`config.mk`:
```
export PLATFORM = sky130hd
export DESIGN_NAME = lgha_arith
export DESIGN_NICKNAME = d
export VERILOG_FILES = /design/src/hdl/lgha_pkg.sv /design/src/hdl/lgha_arith.sv
export SDC_FILE = /design/constraint.sdc
export NUM_CORES = 2
export LEC_CHECK = 0
export BUFFER_PORTS_ARGS = -buffer_cell sky130_fd_sc_hd__buf_2
export CORE_MARGIN = 10
export CORE_UTILIZATION = 25
export CTS_CLUSTER_SIZE = 8
export DETAILED_ROUTE_END_ITERATION = 10
export GPL_TIMING_DRIVEN = 0
export PLACE_DENSITY_LB_ADDON = 0.08
export RECOVER_POWER = 50
export SLEW_MARGIN = 20
export SYNTH_ARGS = -nofsm -noshare
export SYNTH_HDL_FRONTEND = slang
export SYNTH_SLANG_ARGS = --single-unit
```
`constraint.sdc`:
```
create_clock -name clk -period 13.1 [get_ports clk]
set_input_delay 3.275 -clock clk [delete_from_list [all_inputs] [get_ports clk]]
set_output_delay 3.275 -clock clk [all_outputs]
set_load 0.01 [all_outputs]
```
`src/hdl/lgha_pkg.sv`:
```
package lgha_pkg;

    localparam int NUM_FEATURES_DEF = 4;
    localparam int NUM_CLUSTERS_DEF = 3;

    localparam int FEAT_SLOTS    = 4;
    localparam int CLUSTER_SLOTS = 2;
    localparam int FEAT_IDX_W    = 2;
    localparam int PARAM_W       = 3;

    localparam int X_W      = 16;
    localparam int PROB_W   = 17;
    localparam int SUM_W    = 64;
    localparam int MA_W     = 33;
    localparam int MB_W     = 22;
    localparam int PROD_W   = MA_W + MB_W;
    localparam int HOLD_W   = 37;
    localparam int PROB_ONE = 65536;

    localparam int GRAD_SHIFT = 8;
    localparam int HESS_SHIFT = 16;

    typedef enum logic [7:0] {
        ST_IDLE  = 8'b0000_0001,
        ST_MUL_A = 8'b0000_0010,
        ST_MUL_B = 8'b0000_0100,
        ST_MUL_C = 8'b0000_1000,
        ST_MUL_D = 8'b0001_0000,
        ST_ROUND = 8'b0010_0000,
        ST_ACC   = 8'b0100_0000,
        ST_EMIT  = 8'b1000_0000
    } state_t;

    typedef enum logic {
        KIND_GRADIENT = 1'b0,
        KIND_HESSIAN  = 1'b1
    } kind_t;

    typedef struct packed {
        state_t                phase;
        kind_t                 kind;
        logic                  ca;
        logic                  cb;
        logic [FEAT_IDX_W-1:0] fi;
        logic [FEAT_IDX_W-1:0] fj;
    } ctl_t;

endpackage

```
`src/hdl/lgha_arith.sv`:
```
module lgha_arith
    import lgha_pkg::*;
(
    input  logic                     clk,
    input  ctl_t                     ctl,
    input  logic signed [X_W-1:0]    x [FEAT_SLOTS],
    input  logic        [PROB_W-1:0] post [CLUSTER_SLOTS],
    input  logic        [PROB_W-1:0] prior [CLUSTER_SLOTS],
    input  logic        [SUM_W-1:0]  acc_in,
    input  logic                     acc_valid,
    output logic        [SUM_W-1:0]  sum
);

    logic signed [MA_W-1:0]   ma;
    logic signed [MB_W-1:0]   mb;
    logic signed [PROD_W-1:0] prod_full;
    logic signed [PROD_W-1:0] prod_reg;
    logic signed [HOLD_W-1:0] hold_reg;
    logic signed [MB_W-1:0]   factor_reg;
    logic signed [SUM_W-1:0]  term_reg;

    logic signed [PROB_W:0]   delta;
    logic signed [PROB_W:0]   diff_g;
    logic signed [PROB_W:0]   prior_bd;
    logic signed [PROB_W:0]   post_bd;
    logic signed [HOLD_W:0]   inter;
    logic        [PROD_W:0]   rnd;
    logic        [SUM_W-1:0]  base;
    logic        [SUM_W:0]    wide;

    always_comb
    begin
        delta    = (ctl.ca == ctl.cb) ? (PROB_W + 1)'(PROB_ONE) : '0;
        diff_g   = $signed({1'b0, post[ctl.ca]}) - $signed({1'b0, prior[ctl.ca]});
        prior_bd = $signed({1'b0, prior[ctl.cb]}) - delta;
        post_bd  = $signed({1'b0, post[ctl.cb]}) - delta;
        ma = '0;
        mb = '0;
        case (ctl.phase)
            ST_MUL_A:
            begin
                if (ctl.kind == KIND_HESSIAN)
                begin
                    ma = MA_W'($signed({1'b0, prior[ctl.ca]}));
                    mb = MB_W'(prior_bd);
                end
                else
                begin
                    ma = MA_W'(x[ctl.fi]);
                    mb = MB_W'(diff_g);
                end
            end
            ST_MUL_B:
            begin
                ma = MA_W'($signed({1'b0, post[ctl.ca]}));
                mb = MB_W'(post_bd);
            end
            ST_MUL_C:
            begin
                ma = MA_W'(x[ctl.fi]);
                mb = MB_W'(x[ctl.fj]);
            end
            ST_MUL_D:
            begin
                ma = $signed(prod_reg[MA_W-1:0]);
                mb = factor_reg;
            end
            default:
            begin
                ma = '0;
                mb = '0;
            end
        endcase
    end

    assign prod_full = ma * mb;

    assign inter = $signed({hold_reg[HOLD_W-1], hold_reg})
                 - $signed({prod_reg[HOLD_W-1], prod_reg[HOLD_W-1:0]});

    assign rnd = {prod_reg[PROD_W-1], prod_reg}
               + ((ctl.kind == KIND_HESSIAN) ? (PROD_W + 1)'(1 << (HESS_SHIFT - 1))
                                             : (PROD_W + 1)'(1 << (GRAD_SHIFT - 1)));

    always_ff @(posedge clk)
    begin
        if (ctl.phase == ST_MUL_A || ctl.phase == ST_MUL_B
            || ctl.phase == ST_MUL_C || ctl.phase == ST_MUL_D)
        begin
            prod_reg <= prod_full;
        end
        if (ctl.phase == ST_MUL_B)
        begin
            hold_reg <= prod_reg[HOLD_W-1:0] + HOLD_W'(1 << (HESS_SHIFT - 1));
        end
        if (ctl.phase == ST_MUL_C)
        begin
            factor_reg <= inter[HOLD_W:HESS_SHIFT];
        end
        if (ctl.phase == ST_ROUND)
        begin
            if (ctl.kind == KIND_HESSIAN)
            begin
                term_reg <= SUM_W'($signed(rnd[PROD_W:HESS_SHIFT]));
            end
            else
            begin
                term_reg <= SUM_W'($signed(rnd[PROD_W:GRAD_SHIFT]));
            end
        end
    end

    always_comb
    begin
        base = acc_valid ? acc_in : '0;
        wide = {base[SUM_W-1], base} + {term_reg[SUM_W-1], term_reg};
        if (wide[SUM_W] != wide[SUM_W-1])
        begin
            sum = wide[SUM_W] ? {1'b1, {(SUM_W - 1){1'b0}}} : {1'b0, {(SUM_W - 1){1'b1}}};
        end
        else
        begin
            sum = wide[SUM_W-1:0];
        end
    end

endmodule

```
# After elaboration in Yosys (flattened, before gate mapping)
# Cells that the tools add are included.
[word_totals]
inputBits = 213
ff_bits = 162
word_cells = 58
[op_classes]
muxes = 28
bitwise = 4
add_sub_neg = 7
eq_ne = 7
reduce_logical = 3
magnitude_cmp = 4
mul = 1
[ops]
columns = ["cell", "n"]
rows = [
  ["two-way mux 17 bit", 13],
  ["two-way mux 64 bit", 3],
  ["case mux 33 bit (4 select lines)", 1],
  ["case mux 22 bit (4 select lines)", 1],
  ["two-way mux 16 bit", 5],
  ["adder 64 x 48 -> 65 bit", 1],
  ["binary-select mux 16 bit (select 2 bit)", 2],
  ["adder 55 x 17 -> 56 bit", 1],
  ["multiplier 33 x 22 -> 55 bit", 1],
  ["subtractor 17 x 17 -> 18 bit", 3],
  ["two-way mux 47 bit", 1],
  ["subtractor 37 x 37 -> 38 bit", 1],
  ["adder 37 x 16 -> 37 bit (second input constant)", 1],
  ["two-way mux 33 bit", 1],
  ["two-way mux 22 bit", 1],
  ["equality test 8 x 2 -> 1 bit (second input constant)", 1],
  ["equality test 8 x 3 -> 1 bit (second input constant)", 1],
  ["equality test 8 x 4 -> 1 bit (second input constant)", 1],
  ["equality test 8 x 5 -> 1 bit (second input constant)", 1],
  ["equality test 8 x 6 -> 1 bit (second input constant)", 1],
  ["greater-or-equal comparator 3 bit (second input constant)", 2],
  ["inverter 2 -> 3 bit", 2],
  ["greater-or-equal comparator 2 bit (second input constant)", 2],
  ["inverter 1 -> 2 bit", 2],
  ["3 further kinds", 5],
]

# Depth between registers and ports, before layout
[depth]
depth_word = 8
mapped_depth = 42

# Worst setup path after synthesis
# OpenSTA, ideal clock, no wires.
[synth_path]
path_kind = "input to register"
startpoint = "input port ctl[5] in the netlist's numbering"
endpoint = "register prod_reg[48], data pin"
t_arrival_ns = 13.156
stages = 37
path_slack_ns = -0.315
required_time_ns = 12.840
cell_sequence = "clkbuf_1 > clkbuf_1 > mux2_2 > ha_1 > fa_1 > nor2b_1 > o21ai_0 > a21boi_0 > o21ai_0 > a211o_1 > a311o_1 > mux2_2 > nor2_1 > o21ai_1 > buf_2 > nand2_1 > fa_1 > fa_1 > inv_1 > fa_1 > fa_1 > fa_1 > fa_1 > inv_1 > fa_1 > inv_1 > ha_1 > and3_1 > nand3_1 > or4_1 > a21oi_1 > o32ai_2 > o41ai_1 > a21oi_1 > o21bai_1 > a21boi_0 > xnor2_1"
[synth_between]
elab_chain_cells = 8
elab_cells_between_ends = 17
cone_classes = "add/sub (3); mul (1); eq/ne (1); mux (11); bitwise (1)"
[synth_lines]
columns = ["item", "line", "text"]
rows = [
  ["start: declaration", "lgha_arith.sv:5", "input ctl_t ctl,"],
  ["inverter 1 -> 2 bit (implied by the code)", "lgha_arith.sv:34, lgha_arith.sv:44, lgha_arith.sv:55", ""],
  ["two-way mux 17 bit, on equally long branches (3 in series)", "lgha_arith.sv:34, lgha_arith.sv:55, lgha_arith.sv:44", ""],
  ["subtractor 17 x 17 -> 18 bit", "lgha_arith.sv:34", "diff_g = $signed({1'b0, post[ctl.ca]}) - $signed({1'b0, prior[ctl.ca]});"],
  ["two-way mux 22 bit", "lgha_arith.sv:42", "if (ctl.kind == KIND_HESSIAN)"],
  ["case mux 22 bit (4 select lines)", "lgha_arith.sv:39", "case (ctl.phase)"],
  ["multiplier 33 x 22 -> 55 bit (*)", "lgha_arith.sv:76", "assign prod_full = ma * mb;"],
  ["via prod_full[48]", "lgha_arith.sv:16", "logic signed [PROD_W-1:0] prod_full;"],
  ["end signal: assignment", "lgha_arith.sv:90", "prod_reg <= prod_full;"],
  ["end: declaration", "lgha_arith.sv:17", "logic signed [PROD_W-1:0] prod_reg;"],
]
# The timed path passes the listed nets; every way through them passes the cells marked *. The select of a mux whose other input is x is not followed.
# A chain may end at the register's enable or synchronous reset.

# Final worst setup path
[layout_path]
startpoint = "input port ctl[5] in the netlist's numbering"
endpoint = "register prod_reg[54], data pin"
# The elaborated chain is that of the path after synthesis.

==> flow_metrics.env <==
export IMPL_cp_depth=37
export IMPL_pin_count=277
export IMPL_max_cap_violations=0
export IMPL_worst_path_largest_cell_delay_ns=0.63
export IMPL_most_common_library_cell_in_the_layout_ignoring_fill_and_taps="sky130_fd_sc_hd__inv_1"
export IMPL_netlist_instances=4550
export IMPL_grt_util_all_layers_pct=19.4
export IMPL_grt_antenna_before_repair=15
export IMPL_slew_viol_final=0
export IMPL_area_sequential_um2=4860
export IMPL_clock_fmax_mhz=77.8
export IMPL_worst_pin_slew_ns=1.12
export IMPL_routabilityCongestion=0.894
export IMPL_async_flop_share_pct=0
export IMPL_reg2reg_slack_ns=4.02
export IMPL_arrival_ns=13.06
export IMPL_sequential_area_share_after_synthesis_pct=11.9
export IMPL_final_net_count=6129
export IMPL_timing_rr_start="factor_reg[11]"
export IMPL_synth_yosys_warnings=0
export IMPL_number_of_buffers_created_by_cts=17
export IMPL_status="complete, no violations"
export IMPL_drt_pass1_iter_count=6
export IMPL_cts_htree_levels=4
export IMPL_synth_top_cell_area_share_pct=35.3
export IMPL_power_density_nw_per_um2=32.9
export IMPL_ctsRootBufferMaster="sky130_fd_sc_hd__clkbuf_16"
export IMPL_grt_pass1_vias=35771
export IMPL_synth_flop_cell="sky130_fd_sc_hd__edfxtp_1"
export IMPL_overflow_after_grt=0
export IMPL_die_extent_in_x_um=425
export IMPL_cp_start_kind="primary input"
export IMPL_layout_worst_path_cycle_share_pct=98.1
export IMPL_post_place_cells=7023
export IMPL_core_area_um2=163000
export IMPL_final_area_um2=47400
export IMPL_pin_count_of_the_biggest_net_entering_global_routing=41
export IMPL_area_of_combinational_cells_with_multiple_inputs_um2=32800
export IMPL_drt_wl_total_mm=179
export IMPL_num_rows=148
export IMPL_post_route_cells_drive_above_1_share_pct=14.5
export IMPL_area_growth_pct=15.6
export IMPL_finalPower_uw=1560
export IMPL_initial_core_util_pct=25.2
export IMPL_layout_common_cells="780 x sky130_fd_sc_hd__inv_1, 716 x sky130_fd_sc_hd__fa_1, 622 x sky130_fd_sc_hd__nand2_1, 310 x sky130_fd_sc_hd__buf_2, 270 x sky130_fd_sc_hd__ha_1"
export IMPL_detailed_place_hpwl_mm=153
export IMPL_count_of_flip_flops_with_a_built_in_enable_after_synthesis=162
export IMPL_largest_register_ffs=55
export IMPL_path_buf_inv=6
export IMPL_endpoint_kind_of_the_worst_setup_timing_path="register"
export IMPL_finalSetupViolCount=0
export IMPL_drt_wirelength_per_cell_um=25.1
export IMPL_path_clk_slew_ns=0.09
export IMPL_port_buffers=269
export IMPL_clock_sink_count=162
export IMPL_critical_path_startpoint="ctl[5]"
export IMPL_worstPathMaxFanout=17
export IMPL_cts_hold_buffers=0
export IMPL_drtAntennaViolNets=0
export IMPL_flip_flop_and_latch_count_after_synthesis=162
export IMPL_final_count_of_hold_timing_violations=0
export IMPL_vias_per_cell=4.74
export IMPL_worst_ep_required_time_ns=13.31
export IMPL_syn_area_um2=41000
export IMPL_placedInstanceArea_um2=45400
export IMPL_drt_initial_drc_count=2561
export IMPL_max_slew_margin_pct=25.2
export IMPL_cell_seen_most_often_among_critical_path_stages="sky130_fd_sc_hd__fa_1"
export IMPL_worst_r2r_path_depth=27
export IMPL_fillers=17622
export IMPL_synthTopCellsByArea="sky130_fd_sc_hd__fa_1 35%, sky130_fd_sc_hd__edfxtp_1 12%, sky130_fd_sc_hd__ha_1 8.5%"
export IMPL_clk_path_buf_depth=2
export IMPL_design_die_area_um2=181000
export IMPL_cpMaxStageDelayCell="sky130_fd_sc_hd__fa_2"
export IMPL_clkLatencyLatePin_ns=0.48
export IMPL_setup_worst_path_end="prod_reg[54]"
export IMPL_stdcell_count=7104
export IMPL_worst_hold_path_type="register to register"
export IMPL_synth_top_cell_by_area="sky130_fd_sc_hd__fa_1"
export IMPL_grt_first_pass_wirelength_mm=257
export IMPL_routed_via_count=33707
export IMPL_cts_tree="yes"
export IMPL_rsz_0062_raised_after_global_routing="no"
export IMPL_reg2reg_to="prod_reg[47]"
export IMPL_die_height_um=425
export IMPL_post_syn_nets=5765
export IMPL_synth_avg_cell_area_um2=9.01
export IMPL_route_detailed_drc=0
export IMPL_fin_tns_setup_ns=0
export IMPL_yosys_cell_types_count=91
export IMPL_finalCriticalPeriod_ns=12.85
export IMPL_criticalPathCategory="primary input to register"
export IMPL_worst_clock_skew_ns=0.0230
export IMPL_peak_ir_drop_on_the_vdd_network_mv=0.100
export IMPL_critical_path_top_delay_family="adder cells"
export IMPL_leakagePower_uw=0.0223
## power breakdown
group          total [uW]  leakage [uW]  internal [uW]  switching (uW)
Combinational         462        0.0204            185             277
Sequential            567       0.00152            566            1.50
Clock                 531      0.000298            275             257
Total                1560        0.0223           1020             535
## synth_stat cells (34+ instances only)
library cell	count
sky130_fd_sc_hd__a21oi_1	233
sky130_fd_sc_hd__nand3_1	51
sky130_fd_sc_hd__xor2_1	60
sky130_fd_sc_hd__nand2_1	625
sky130_fd_sc_hd__and2_1	133
sky130_fd_sc_hd__nor2_1	256
sky130_fd_sc_hd__and3_1	34
sky130_fd_sc_hd__o21a_1	34
sky130_fd_sc_hd__nor2b_1	41
sky130_fd_sc_hd__ha_1	279
sky130_fd_sc_hd__buf_2	61
sky130_fd_sc_hd__mux2i_1	73
sky130_fd_sc_hd__xnor2_1	146
sky130_fd_sc_hd__fa_1	723
sky130_fd_sc_hd__edfxtp_1	162
sky130_fd_sc_hd__o21ai_0	143
sky130_fd_sc_hd__nand2b_1	35
sky130_fd_sc_hd__a21o_1	95
sky130_fd_sc_hd__clkbuf_1	145
sky130_fd_sc_hd__inv_1	784
## per-stage QoR
stage	utilization [%]	hold slack, ns	setup WS [ns]
floorplan	-	0.424	0.145
global placement	27.7	0.429	-4.94
detailed placement	27.9	0.446	-3.01
CTS	28.9	0.480	0.000676
global route	29.1	0.486	0.0124
finish	29.1	0.472	0.248
## kinds of logic (layout without fill, tap and decap cells)
logic type               count (synthesis)  after routing  synth area share [%]
AO/OA/AOI/OAI                          740            740                  11.6
XOR/XNOR                               206            206                  4.40
adder cells (fa/ha/maj)               1008           1008                  44.0
buffers and inverters                 1010           1387                  9.64
flip-flops                             162            162                  11.9
multiplexers                           124            124                  4.07
other                                    0              2                     0
AND/OR/NAND/NOR                       1300           1300                  14.4
## worst min-delay path by stage
| stage | start | to | slack (ns) | cells past startpoint |
|---|---|---|---|---|
| after global placement | prod_reg[9] | hold_reg[9] | 0.43 | 0 |
| final | prod_reg[9] | hold_reg[9] | 0.47 | 0 |
| after detailed placement | prod_reg[9] | hold_reg[9] | 0.45 | 0 |
| after global routing | prod_reg[9] | hold_reg[9] | 0.49 | 0 |
| after CTS | prod_reg[9] | hold_reg[9] | 0.48 | 0 |
| after floorplan | prod_reg[9] | hold_reg[9] | 0.42 | 0 |
## metal layers
metal / wire, um / GRT usage [%] / vias to the layer above
met3: 9470 / 2.47 / 104
li1: - / - / 15363
met5: 48 / 0 / -
met2: 84400 / 32.2 / 906
met4: 2990 / 3.63 / 8
met1: 81600 / 27.0 / 17326
## final cells by class
class | instances | share of cell area (%)
Tap cell | 2175 | 5.74
Inverter | 786 | 6.23
Clock inverter | 15 | 0.391
Sequential cell | 162 | 10.3
Clock buffer | 17 | 0.898
Antenna cell | 2 | 0.0106
Multi-Input combinational cell | 3378 | 69.3
Timing Repair Buffer | 351 | 4.34
Buffer | 218 | 2.84
## timing repair
item / in CTS / in global routing
buffers inserted: 45 / 8
pin swaps: 36 / 25
setup endpoints to repair: 38 / 17
resized for setup: 222 / 81
## worst reg2reg max path, delay by kind of cell, from the launching register on
kind / cells / cell delay [ns]
adder cells (fa/ha/maj): 8 / 3.53
AO/OA/AOI/OAI: 10 / 2.94
buffers and inverters: 7 / 1.33
flip-flops: 1 / 0.45
AND/OR/NAND/NOR: 1 / 0.42
XOR/XNOR: 1 / 0.15
Power figures use the tool's default switching activity.
